==> src/rtl/pamm_pkg.sv <==
// ----------------------------------------------------------------------------
// pamm_pkg
// Shared types and constants for the peripheral access map marker.
// ----------------------------------------------------------------------------
package pamm_pkg;

    localparam int unsigned BOX_COUNT_DEF = 8;
    localparam int unsigned ID_COUNT      = 256;
    localparam int unsigned ID_W          = 8;
    localparam int unsigned WORD_BITS     = 32;
    localparam int unsigned WORDS_PER_MAP = ID_COUNT / WORD_BITS;
    localparam int unsigned WORD_SEL_W    = $clog2(WORDS_PER_MAP);
    localparam int unsigned BIT_SEL_W     = $clog2(WORD_BITS);
    localparam int unsigned CNT_W         = 9;

    localparam logic [31:0] GRANULE_BYTES = 32'h0000_0400;

    localparam logic [7:0] TOP_APB    = 8'h40;
    localparam logic [7:0] TOP_FSMC   = 8'hA0;
    localparam logic [7:0] TOP_AHB2   = 8'h50;
    localparam logic [7:0] ID_USB_HS  = 8'hC0;
    localparam logic [7:0] ID_FSMC    = 8'hC1;
    localparam logic [7:0] ID_USB_FS  = 8'hC2;
    localparam logic [7:0] ID_DCMI    = 8'hC3;
    localparam logic [7:0] ID_CRYPTO  = 8'hC4;
    localparam logic [15:0] FSMC_LAST = 16'h0FFF;
    localparam logic [15:0] DCMI_LAST = 16'h03FF;
    localparam logic [15:0] CRYP_LAST = 16'h0BFF;

    typedef enum logic [2:0] {
        S_IDLE,
        S_CHECK,
        S_WRITE,
        S_DONE
    } t_state;

    typedef struct packed {
        logic            rd;
        logic            wr;
        logic [2:0]      box;
        logic [ID_W-1:0] id;
    } t_map_req;

endpackage

==> src/rtl/pamm_if.sv <==
// ----------------------------------------------------------------------------
// pamm_req_if / pamm_rsp_if
// Valid/ready channels for requests and results.
// ----------------------------------------------------------------------------
interface pamm_req_if;
    logic        valid;
    logic        ready;
    logic [2:0]  box_number;
    logic [31:0] start_address;
    logic [31:0] region_length;

    modport source (output valid, box_number, start_address, region_length, input ready);
    modport sink   (input valid, box_number, start_address, region_length, output ready);
endinterface

interface pamm_rsp_if;
    logic        valid;
    logic        ready;
    logic        status;
    logic [8:0]  newly_marked;
    logic [31:0] fault_address;

    modport source (output valid, status, newly_marked, fault_address, input ready);
    modport sink   (input valid, status, newly_marked, fault_address, output ready);
endinterface

==> src/rtl/pamm_decode.sv <==
// ----------------------------------------------------------------------------
// pamm_decode
// Bus map decoder: granule address to peripheral ID.
// ----------------------------------------------------------------------------
module pamm_decode (
    input  logic [31:0]              i_addr,
    output logic                     o_hit,
    output logic [pamm_pkg::ID_W-1:0] o_id
);
    import pamm_pkg::*;

    logic [7:0]  top;
    logic [7:0]  blk;
    logic [15:0] low;

    assign top = i_addr[31:24];
    assign blk = i_addr[23:16];
    assign low = i_addr[15:0];

    always_comb begin
        o_hit = 1'b0;
        o_id  = '0;
        if (top == TOP_APB) begin
            if (blk <= 8'h02) begin
                o_hit = 1'b1;
                o_id  = i_addr[17:10];
            end else if (blk > 8'h04 && blk <= 8'h07) begin
                o_hit = 1'b1;
                o_id  = ID_USB_HS;
            end
        end else if (top == TOP_FSMC) begin
            if (blk == 8'h00 && low <= FSMC_LAST) begin
                o_hit = 1'b1;
                o_id  = ID_FSMC;
            end
        end else if (top == TOP_AHB2) begin
            if (blk <= 8'h03) begin
                o_hit = 1'b1;
                o_id  = ID_USB_FS;
            end else if (blk == 8'h05 && low <= DCMI_LAST) begin
                o_hit = 1'b1;
                o_id  = ID_DCMI;
            end else if (blk == 8'h06 && low <= CRYP_LAST) begin
                o_hit = 1'b1;
                o_id  = ID_CRYPTO + {6'd0, low[11:10]};
            end
        end
    end

endmodule

==> src/rtl/pamm_step.sv <==
// ----------------------------------------------------------------------------
// pamm_step
// Shared walk unit: advances address and remaining length by one granule.
// ----------------------------------------------------------------------------
module pamm_step (
    input  logic [31:0] i_addr,
    input  logic [31:0] i_len,
    output logic [31:0] o_addr,
    output logic [31:0] o_len,
    output logic        o_last
);
    import pamm_pkg::*;

    assign o_last = (i_len <= GRANULE_BYTES);
    assign o_addr = i_addr + GRANULE_BYTES;
    assign o_len  = i_len - GRANULE_BYTES;

endmodule

==> src/rtl/pamm_box_map.sv <==
// ----------------------------------------------------------------------------
// pamm_box_map
// Per-box claim bitmaps in one memory, read-modify-write, cleared after reset.
// ----------------------------------------------------------------------------
module pamm_box_map #(
    parameter int unsigned BOX_COUNT = pamm_pkg::BOX_COUNT_DEF
) (
    input  logic               i_clk,
    input  logic               i_rst_n,
    input  pamm_pkg::t_map_req i_req,
    output logic               o_busy
);
    import pamm_pkg::*;

    localparam int unsigned DEPTH = BOX_COUNT * WORDS_PER_MAP;
    localparam int unsigned AW    = $clog2(DEPTH);

    logic [WORD_BITS-1:0] r_mem [DEPTH];
    logic [WORD_BITS-1:0] r_rdata;
    logic [AW-1:0]        r_clr;
    logic                 r_busy;
    logic [AW-1:0]        addr;
    logic [WORD_BITS-1:0] bit_mask;

    assign addr     = AW'((32'(i_req.box) << WORD_SEL_W) | 32'(i_req.id[ID_W-1:BIT_SEL_W]));
    assign bit_mask = WORD_BITS'(1) << i_req.id[BIT_SEL_W-1:0];
    assign o_busy   = r_busy;

    always_ff @(posedge i_clk) begin
        if (!i_rst_n) begin
            r_busy <= 1'b1;
            r_clr  <= '0;
        end else if (r_busy) begin
            r_clr <= r_clr + AW'(1);
            if (r_clr == AW'(DEPTH - 1)) begin
                r_busy <= 1'b0;
            end
        end
    end

    always_ff @(posedge i_clk) begin
        if (r_busy) begin
            r_mem[r_clr] <= '0;
        end else if (i_req.wr) begin
            r_mem[addr] <= r_rdata | bit_mask;
        end
        if (i_req.rd) begin
            r_rdata <= r_mem[addr];
        end
    end

endmodule

==> src/rtl/peripheral_access_map_marker.sv <==
// ----------------------------------------------------------------------------
// peripheral_access_map_marker
// Walks a region in 1 KiB granules and claims the decoded peripheral IDs.
//
//   channel  | dir | transfer payload
//   i_req    | in  | box_number, start_address, region_length
//   o_rsp    | out | status, newly_marked, fault_address
//
// One request walks at most ceil(len/1 KiB) granules, or one for a zero
// length; none if the box number is out of range, and the walk stops at the
// first granule that misses the bus map. The walk loop checks one granule a
// cycle, and a granule that claims a new ID adds a box map read-modify-write.
// After reset the box map is cleared, one word a cycle, BOX_COUNT * 8 words;
// no request is taken meanwhile. The result is held until taken.
// ----------------------------------------------------------------------------
module peripheral_access_map_marker #(
    parameter int unsigned BOX_COUNT = pamm_pkg::BOX_COUNT_DEF
) (
    input  logic        i_clk,
    input  logic        i_rst_n,
    pamm_req_if.sink    i_req,
    pamm_rsp_if.source  o_rsp
);
    import pamm_pkg::*;

    t_state               r_state, n_state;
    logic [2:0]           r_box;
    logic [31:0]          r_addr, n_addr;
    logic [31:0]          r_len, n_len;
    logic [CNT_W-1:0]     r_count, n_count;
    logic                 r_status, n_status;
    logic [31:0]          r_fault, n_fault;
    logic [ID_COUNT-1:0]  r_common, n_common;
    logic [ID_W-1:0]      r_id, n_id;

    logic                 dec_hit;
    logic [ID_W-1:0]      dec_id;
    logic [31:0]          step_addr, step_len;
    logic                 step_last;
    logic                 map_busy;
    logic                 box_ok;
    t_map_req             map_req;

    pamm_decode u_decode (
        .i_addr (r_addr),
        .o_hit  (dec_hit),
        .o_id   (dec_id)
    );

    pamm_step u_step (
        .i_addr (r_addr),
        .i_len  (r_len),
        .o_addr (step_addr),
        .o_len  (step_len),
        .o_last (step_last)
    );

    pamm_box_map #(
        .BOX_COUNT (BOX_COUNT)
    ) u_box_map (
        .i_clk   (i_clk),
        .i_rst_n (i_rst_n),
        .i_req   (map_req),
        .o_busy  (map_busy)
    );

    assign box_ok = ({4'd0, i_req.box_number} < 7'(BOX_COUNT));

    assign i_req.ready         = (r_state == S_IDLE) && !map_busy;
    assign o_rsp.valid         = (r_state == S_DONE);
    assign o_rsp.status        = r_status;
    assign o_rsp.newly_marked  = r_count;
    assign o_rsp.fault_address = r_fault;

    always_ff @(posedge i_clk) begin
        if (!i_rst_n) begin
            r_state  <= S_IDLE;
            r_common <= '0;
        end else begin
            r_state  <= n_state;
            r_common <= n_common;
        end
    end

    always_ff @(posedge i_clk) begin
        if (i_req.valid && i_req.ready) begin
            r_box <= i_req.box_number;
        end
        r_addr   <= n_addr;
        r_len    <= n_len;
        r_count  <= n_count;
        r_status <= n_status;
        r_fault  <= n_fault;
        r_id     <= n_id;
    end

    always_comb begin
        n_state     = r_state;
        n_addr      = r_addr;
        n_len       = r_len;
        n_count     = r_count;
        n_status    = r_status;
        n_fault     = r_fault;
        n_common    = r_common;
        n_id        = r_id;
        map_req.rd  = 1'b0;
        map_req.wr  = 1'b0;
        map_req.box = r_box;
        map_req.id  = r_id;
        unique case (r_state)
            S_IDLE: begin
                if (i_req.valid && i_req.ready) begin
                    n_addr   = i_req.start_address;
                    n_len    = i_req.region_length;
                    n_count  = '0;
                    n_status = 1'b0;
                    n_fault  = '0;
                    n_state  = box_ok ? S_CHECK : S_DONE;
                end
            end
            S_CHECK: begin
                if (!dec_hit) begin
                    n_status = 1'b1;
                    n_fault  = r_addr;
                    n_state  = S_DONE;
                end else if (!r_common[dec_id]) begin
                    n_common[dec_id] = 1'b1;
                    n_count          = r_count + CNT_W'(1);
                    n_id             = dec_id;
                    map_req.rd       = 1'b1;
                    map_req.id       = dec_id;
                    n_state          = S_WRITE;
                end else if (step_last) begin
                    n_state = S_DONE;
                end else begin
                    n_addr = step_addr;
                    n_len  = step_len;
                end
            end
            S_WRITE: begin
                map_req.wr = 1'b1;
                if (step_last) begin
                    n_state = S_DONE;
                end else begin
                    n_addr  = step_addr;
                    n_len   = step_len;
                    n_state = S_CHECK;
                end
            end
            S_DONE: begin
                if (o_rsp.ready) begin
                    n_state = S_IDLE;
                end
            end
            default: n_state = S_IDLE;
        endcase
    end

`ifndef SYNTH
    a_write_after_check: assert property (@(posedge i_clk) disable iff (!i_rst_n)
        (r_state == S_WRITE) |-> ($past(r_state) == S_CHECK))
        else $error("box map write without a preceding claim");

    a_count_limit: assert property (@(posedge i_clk) disable iff (!i_rst_n)
        o_rsp.valid |-> (o_rsp.newly_marked <= CNT_W'(ID_COUNT)))
        else $error("claim count beyond ID space");

    a_fault_zero: assert property (@(posedge i_clk) disable iff (!i_rst_n)
        (o_rsp.valid && !o_rsp.status) |-> (o_rsp.fault_address == 32'd0))
        else $error("fault address set on a completed walk");

    a_no_take_in_clear: assert property (@(posedge i_clk) disable iff (!i_rst_n)
        map_busy |-> !i_req.ready)
        else $error("request taken during box map clear");
`endif

endmodule

==> src/flat_wrapper.sv <==
// flat-port wrapper written by rule: the top's interface ports become plain ports
module peripheral_access_map_marker_flat import pamm_pkg::*;
#(
    parameter int unsigned BOX_COUNT = pamm_pkg::BOX_COUNT_DEF
)
  (i_clk, i_rst_n, i_req_valid, i_req_box_number, i_req_start_address, i_req_region_length, i_req_ready, o_rsp_valid, o_rsp_status, o_rsp_newly_marked, o_rsp_fault_address, o_rsp_ready);
  pamm_req_if i_req_i ();
  pamm_rsp_if o_rsp_i ();
  input  logic i_clk;
  input  logic i_rst_n;
  input wire logic [$bits(i_req_i.valid)-1:0] i_req_valid;
  input wire logic [$bits(i_req_i.box_number)-1:0] i_req_box_number;
  input wire logic [$bits(i_req_i.start_address)-1:0] i_req_start_address;
  input wire logic [$bits(i_req_i.region_length)-1:0] i_req_region_length;
  output wire logic [$bits(i_req_i.ready)-1:0] i_req_ready;
  output wire logic [$bits(o_rsp_i.valid)-1:0] o_rsp_valid;
  output wire logic [$bits(o_rsp_i.status)-1:0] o_rsp_status;
  output wire logic [$bits(o_rsp_i.newly_marked)-1:0] o_rsp_newly_marked;
  output wire logic [$bits(o_rsp_i.fault_address)-1:0] o_rsp_fault_address;
  input wire logic [$bits(o_rsp_i.ready)-1:0] o_rsp_ready;
  assign i_req_i.valid = i_req_valid;
  assign i_req_i.box_number = i_req_box_number;
  assign i_req_i.start_address = i_req_start_address;
  assign i_req_i.region_length = i_req_region_length;
  assign i_req_ready = i_req_i.ready;
  assign o_rsp_valid = o_rsp_i.valid;
  assign o_rsp_status = o_rsp_i.status;
  assign o_rsp_newly_marked = o_rsp_i.newly_marked;
  assign o_rsp_fault_address = o_rsp_i.fault_address;
  assign o_rsp_i.ready = o_rsp_ready;
  peripheral_access_map_marker #(.BOX_COUNT(BOX_COUNT)) u_core (.i_clk(i_clk), .i_rst_n(i_rst_n), .i_req(i_req_i), .o_rsp(o_rsp_i));
endmodule
==> config.mk <==
export PLATFORM = sky130hd
export DESIGN_NAME = peripheral_access_map_marker_flat
export DESIGN_NICKNAME = d
export VERILOG_FILES = /design/src/rtl/pamm_pkg.sv /design/src/rtl/pamm_if.sv /design/src/rtl/pamm_decode.sv /design/src/rtl/pamm_step.sv /design/src/rtl/pamm_box_map.sv /design/src/rtl/peripheral_access_map_marker.sv /design/src/flat_wrapper.sv
export SDC_FILE = /design/constraint.sdc
export NUM_CORES = 1
export LEC_CHECK = 0
export BUFFER_PORTS_ARGS = -buffer_cell sky130_fd_sc_hd__buf_2
export CAP_MARGIN = 25
export CORE_AREA = 2 2 176 178
export CTS_BUF_LIST = sky130_fd_sc_hd__clkbuf_8
export DETAILED_ROUTE_END_ITERATION = 10
export DIE_AREA = 0 0 178 180
export PLACE_DENSITY = 0.76
export SETUP_SLACK_MARGIN = 0.02
export SYNTH_ARGS = -nofsm -noshare
export SYNTH_HDL_FRONTEND = slang
export SYNTH_SLANG_ARGS = --single-unit
==> constraint.sdc <==
create_clock -name i_clk -period 23 [get_ports i_clk]
set_input_delay 4.6 -clock i_clk [delete_from_list [all_inputs] [get_ports i_clk]]
set_output_delay 4.6 -clock i_clk [all_outputs]
set_load 0.01 [all_outputs]
Word-level counts from Yosys, hierarchy flattened
Index checks and enable logic that the tools add are counted.
W data, S select, Z words.
- flip-flop bits (word level): 372
- latch bits: 0
- RAM bits: 0
- bits in read-only memories: 0
- bits of input ports: 71
- output and inout port bits: 44
- logic and storage cells: 110
- memories kept: 0
- add/subtract/negate cells: 5
- $mul: 0
- divide/modulo/power cells: 0
- order comparisons: 10
- eq/ne operators: 16
- shift-type cells: 0
- multiplexer cells: 51
- bitwise operators: 2
- reduce and logical (&&, ||, !) cells: 17
- operators with widths (cell ; count):
    $mux W32 ; 10
    $or A256 B256 Y256 ; 1
    $pmux W32 S3 ; 2
    $mux W8 ; 9
    $pmux W32 S2 ; 1
    $add A32 B11 Y32 const B ; 1
    $le A16 B12 Y1 const B ; 2
    $le A32 B11 Y1 const B ; 1
    $sub A32 B11 Y32 const B ; 1
    $mux W9 ; 3
    $pmux W9 S2 ; 1
    $eq A8 B3 Y1 const B ; 2
    $eq A8 B7 Y1 const B ; 2
    $le A16 B10 Y1 const B ; 1
    $le A8 B2 Y1 const B ; 2
    $mux W1 ; 15
    $mux W3 ; 5
    $pmux W3 S4 ; 1
    $add A9 B1 Y9 const B ; 1
    $lt A8 B9 Y1 const B ; 1
    $reduce_and A3 Y1 ; 3
    $add A7 B3 Y8 const A ; 1
    $bmux W1 S8 ; 1
    $demux W1 S8 ; 1
    other kinds (21) ; 33

Depth between registers and ports, before layout
- depth in word-level cells: 13
- mapped depth: 18
- gate-level depth less buffers: 14

Cells and area by module
Synthesis repeated with hierarchy kept, for this count alone.
- cell total of the unflattened synthesis: 1668
- area, all modules: 18039.8 um^2
- modules (own cells, without submodules) (module ; instances ; cells an instance ; area each (um^2) ; seq. area each (um^2)):
    peripheral_access_map_marker ; 1 ; 1456 ; 16434.5 ; 8598.2
    pamm_step ; 1 ; 142 ; 1016.0 ; 0.0
    pamm_decode ; 1 ; 42 ; 301.5 ; 0.0
    pamm_box_map ; 1 ; 28 ; 287.8 ; 140.1

Worst setup path after synthesis
No wires, ideal clock.
- kind: input port to flip-flop
- start point: input port i_req_valid
- end point: register u_core.r_addr[10], enable pin
- setup time: 0.682 ns
- arrival: 11.663 ns
- data required time: 22.318 ns
- path slack: 10.655 ns
- stages on the path: 2
- buffers on the path: 0
- cells stage by stage: a21boi_0 > a2111oi_0
- word-level cells in the longest chain between the ends: 3
- RTL lines (element ; line ; text):
    from (decl) ; flat_wrapper.sv:11 ; input wire logic [$bits(i_req_i.valid)-1:0] i_req_valid;
    $logic_and A1 B1 Y1 ; n/a ;
    $ne A2 B2 Y1 (no line) ; n/a ;
    $reduce_and A4 Y1 (no line) ; n/a ;
    to (signal assigned) ; peripheral_access_map_marker.sv:89 ; r_addr <= n_addr;
    to (decl) ; peripheral_access_map_marker.sv:28 ; logic [31:0] r_addr, n_addr;
Every way passes these cells.
A chain may end at the register's enable or synchronous reset.

Worst setup path after layout
- start point: register u_core.r_addr[10]
- end point: register u_core.r_count[4] (netlist: u_core.o_rsp.newly_marked[4]), enable pin
- word-level cells in the longest chain between the ends: 12
- elaborated cells on any way between the ends: 27
- classes of those cells: 1 x add/sub; 3 x order compare; 2 x eq/ne; 17 x mux; 4 x reduce/logical
- RTL lines (element ; line ; text):
    $le A16 B12 Y1 ; pamm_decode.sv:43 ; end else if (blk == 8'h06 && low <= CRYP_LAST) begin
    $logic_and A1 B1 Y1 ; pamm_decode.sv:43 ;
    $mux W8 ; pamm_decode.sv:43 ;
    $mux W8 ; pamm_decode.sv:40 ; end else if (blk == 8'h05 && low <= DCMI_LAST) begin
    $mux W8 ; pamm_decode.sv:37 ; if (blk <= 8'h03) begin
    $mux W8 ; pamm_decode.sv:36 ; end else if (top == TOP_AHB2) begin
    $mux W8 ; pamm_decode.sv:31 ; end else if (top == TOP_FSMC) begin
    $mux W8 ; pamm_decode.sv:23 ; if (top == TOP_APB) begin
    $bmux W1 S8 ; peripheral_access_map_marker.sv:126 ; end else if (!r_common[dec_id]) begin
    $mux W1 (not written as such) ; peripheral_access_map_marker.sv:126 ;
    $ne A2 B2 Y1 (no line) ; n/a ;
    $reduce_and A4 Y1 (no line) * ; n/a ;
    to (signal assigned) ; peripheral_access_map_marker.sv:91 ; r_count <= n_count;
    to (decl) ; peripheral_access_map_marker.sv:30 ; logic [CNT_W-1:0] r_count, n_count;
Every way passes the cells marked *; elsewhere a longest branch is shown, timed or not. The select of a mux whose other input is x is not followed.

==> impl_metrics.py <==
metrics = {
    "clock_tree": {
        "post_cts_buffers": 0,
        "path_clk_slew_ns": 0.06,
        "tritoncts": "built",
        "clock-sinks": 371,
        "cts_resized": 0,
        "clk_latency_ns": 0.63,
        "cts_buffer_depth": 3,
        "ctsHoldBuffers": 0,
        "cts_root_buf": "clkbuf_8",
        "htreeDepth": 2,
        "cts_made_buffers": 60,
    },
    "worst_setup_path": {
        "r2r_setup_slack_ns": 16.47,
        "reg2reg_from": "u_core.r_addr[10]$_DFFE_PP_",
        "crit_path_max_fanout": 20,
        "critical_path.endpoint": "u_core.o_rsp.newly_marked[4]$_SDFFCE_PN0P_",
        "cp-startpoint": "u_core.r_addr[10]$_DFFE_PP_",
        "end_kind": "register",
        "r2r_end": "u_core.o_rsp.newly_marked[4]$_SDFFCE_PN0P_",
        "arrival_ns": 6.76,
        "start_kind": "register",
        "reg2reg_depth": 14,
        "criticalPathCategory": "reg -> reg",
        "cp.required_ns": 23.23,
    },
    "drt": {
        "finalWirelength_mm": 40.3,
        "drt_first_iter_violations": 1267,
        "vias_per_cell": 5.85,
        "drc": 0,
        "dr.pass1.iters": 7,
        "via_count": 12900,
        "ant_nets": 0,
        "wl_per_cell_um": 18.3,
    },
    "synth": {
        "netlist_instances": 1685,
        "synth.most_common_cell": "dfxtp_1",
        "syn_area_mm2": 0.0163,
        "yosysWarnings": 0,
        "synth_area_per_cell_um2": 9.70,
        "post_synth_most_frequent_cells": "dfxtp_1, nand2_1, nor2_1",
        "ys_seq_area_frac": 0.519,
        "synth_cell_types": 66,
        "yosysTopAreaCell": "dfxtp_1",
        "async_reset_ff_frac": 0,
        "ys_ff_latch": 371,
        "synth_edf_count": 106,
        "synthTopCellsByArea": "dfxtp_1, edfxtp_1, mux2i_1, o21a_1, nand2_1",
        "synth_top_area_frac": 0.325,
        "syn_nets": 1769,
        "ys.flop_type": "dfxtp_1",
    },
    "placement": {
        "gp_congestion": 0.913,
        "portBuffers": 111,
        "post-place-ws_ns": 16.04,
        "place_area_mm2": 0.0171,
        "dp_hpwl_mm": 25.0,
    },
    "timing": {
        "fmax_mhz": 153,
        "setup_viol": 0,
        "finalWorstSetupSlack_ns": 16.47,
        "tightest_slew_ns": 1.07,
        "setup_tns_ns": 0,
        "period_needed_ns": 6.53,
        "timing.final.crit_share": 0.284,
        "maxSlewViolCount": 0,
        "rsz0062_at_grt": "no",
        "skew_ns": 0.0406,
        "relSlewSlack": 0.290,
        "hold_viol": 0,
    },
    "grt": {
        "grt_start_max_net_pins": 129,
        "busiest_layer": "met2",
        "grt_pass1_vias": 12500,
        "grt_overflow": 0,
        "grt_pass1_wl_mm": 64.6,
        "grt_util_met3": 0.0465,
        "track_usage": 0.250,
        "antenna_found_initial": 0,
        "grt_util_met1": 0.337,
        "use_met2": 0.399,
    },
    "final_layout": {
        "final_cell_area_mm2": 0.0184,
        "diodes": 0,
        "n_fill_cell": 2484,
        "area_growth_pct": 12.7,
        "final_util": 0.610,
        "drive_gt1_frac": 0.130,
        "nets": 1847,
    },
    "floorplan": {
        "core_mm2": 0.0302,
        "ioPinCount": 115,
        "start_util": 0.541,
        "die_area_mm2": 0.0320,
        "die_h_um": 180,
        "fp-row-count": 64,
        "die_w_um": 178,
    },
    "power_and_ir_drop": {
        "p_per_area_mw_per_mm2": 80.4,
        "p_comb_frac": 0.098,
        "p_clk_frac": 0.395,
        "switching_share": 0.258,
        "peakVddDrop_uv": 60.0,
        "pwr-share-seq": 0.507,
        "intPower_mw": 1.10,
        "p_leak_nw": 7.26,
        "switching_power_uw": 382,
    },
    "outcome": {
        "status": "completed",
    },
    "min_path": {
        "hold_class": "reg -> reg",
    },
    "job": {
        "drv_cap": 0,
    },
}
## layout make-up
class / count / area, µm² / area share
multi-input combinational: 1184 / 7370 / 0.400
tap: 396 / 495 / 0.0269
clock buffer: 78 / 1070 / 0.0583
clock inverter: 30 / 181 / 0.00985
timing repair buffer: 129 / 749 / 0.0407
inverter: 17 / 63.8 / 0.00346
sequential: 371 / 8490 / 0.461
## power by group through the flow
stage	clock (mW)	combinational, mW	sequential, mW
floorplan	0	0.0951	0.763
global placement	0	0.138	0.761
detailed placement	0	0.142	0.763
CTS	0.590	0.143	0.749
global route	0.618	0.161	0.753
finish	0.585	0.145	0.751
## layer usage
metal,share of wire,up-vias
li1,-,6138
met1,0.43,6171
met2,0.47,501
met3,0.073,95
met4,0.029,0
met5,0,-
## critical path, stage by stage (launching register included)
cell and delay (ns):
edfxtp_1 0.51, inv_1 0.20, ha_1 0.24, and3_1 0.18
a31oi_1 0.39, o31a_1 0.24, a2bb2oi_1 0.68, nand2b_1 0.60
buf_4 0.42, o22ai_1 0.14, nor4_1 0.58, o32ai_1 0.20
nor4_4 0.55, nand4b_2 0.35, a21oi_1 0.84
## logic make-up after synthesis
group | synth area share
AO/OA/AOI/OAI | 0.139
XOR/XNOR | 0.0241
adder cells (fa/ha/maj) | 0.00995
buffers and inverters | 0.0328
flip-flops | 0.519
multiplexers | 0.0817
AND/OR/NAND/NOR | 0.193
## registers in the layout (all words and copies together) (netlist names)
| signal | flops |
|---|---|
| u_core.o_rsp.fault_address | 32 |
| u_core.r_len | 32 |
| u_core.u_box_map.o_busy | 1 |
| u_core.o_rsp.newly_marked | 9 |
| u_core.r_addr | 32 |
| u_core.r_common | 256 |
| u_core.u_box_map.r_clr | 6 |
| u_core.r_state | 2 |
| u_core.o_rsp.status | 1 |
## placed cells by master, fill, tap and decap left out, types with 15 or more instances in the layout
| cell | n |
|---|---|
| mux2i_1 | 130 |
| buf_2 | 110 |
| nor2b_1 | 26 |
| clkbuf_8 | 78 |
| edfxtp_1 | 106 |
| dfxtp_1 | 265 |
| o21a_1 | 101 |
| a21oi_1 | 50 |
| buf_4 | 15 |
| nor2_1 | 135 |
| nand3_1 | 22 |
| o21ai_1 | 94 |
| xor2_1 | 20 |
| o22ai_1 | 66 |
| or3_1 | 15 |
| nor3_1 | 65 |
| nand2_1 | 189 |
| xnor2_1 | 25 |
| nor4_1 | 26 |
| and2_1 | 92 |
| inv_1 | 41 |
## worst min-delay path by stage
stage | from | to | slack, ns | cells after the start
3_3_place_gp | u_core.r_common[177]$_SDFFE_PN0P_ | u_core.r_common[177]$_SDFFE_PN0P_ | 0.43 | 2
5_1_grt | u_core.r_common[180]$_SDFFE_PN0P_ | u_core.r_common[180]$_SDFFE_PN0P_ | 0.46 | 2
3_5_place_dp | u_core.r_common[177]$_SDFFE_PN0P_ | u_core.r_common[177]$_SDFFE_PN0P_ | 0.44 | 2
4_1_cts | u_core.r_common[177]$_SDFFE_PN0P_ | u_core.r_common[177]$_SDFFE_PN0P_ | 0.45 | 2
6_report | u_core.r_common[180]$_SDFFE_PN0P_ | u_core.r_common[180]$_SDFFE_PN0P_ | 0.45 | 2
2_1_floorplan | u_core.r_common[197]$_SDFFE_PN0P_ | u_core.r_common[197]$_SDFFE_PN0P_ | 0.42 | 2
## stage by stage
stage / power [mW] / hold WS, ns / std cells
4_1_cts: 1.48 / 0.446 / 2203
5_1_grt: 1.53 / 0.464 / 2205
3_5_place_dp: 0.905 / 0.439 / 2095
2_1_floorplan: 0.859 / 0.424 / 1685
3_3_place_gp: 0.899 / 0.434 / 2095
6_report: 1.48 / 0.447 / 2205
Power figures use the tool's default switching activity.
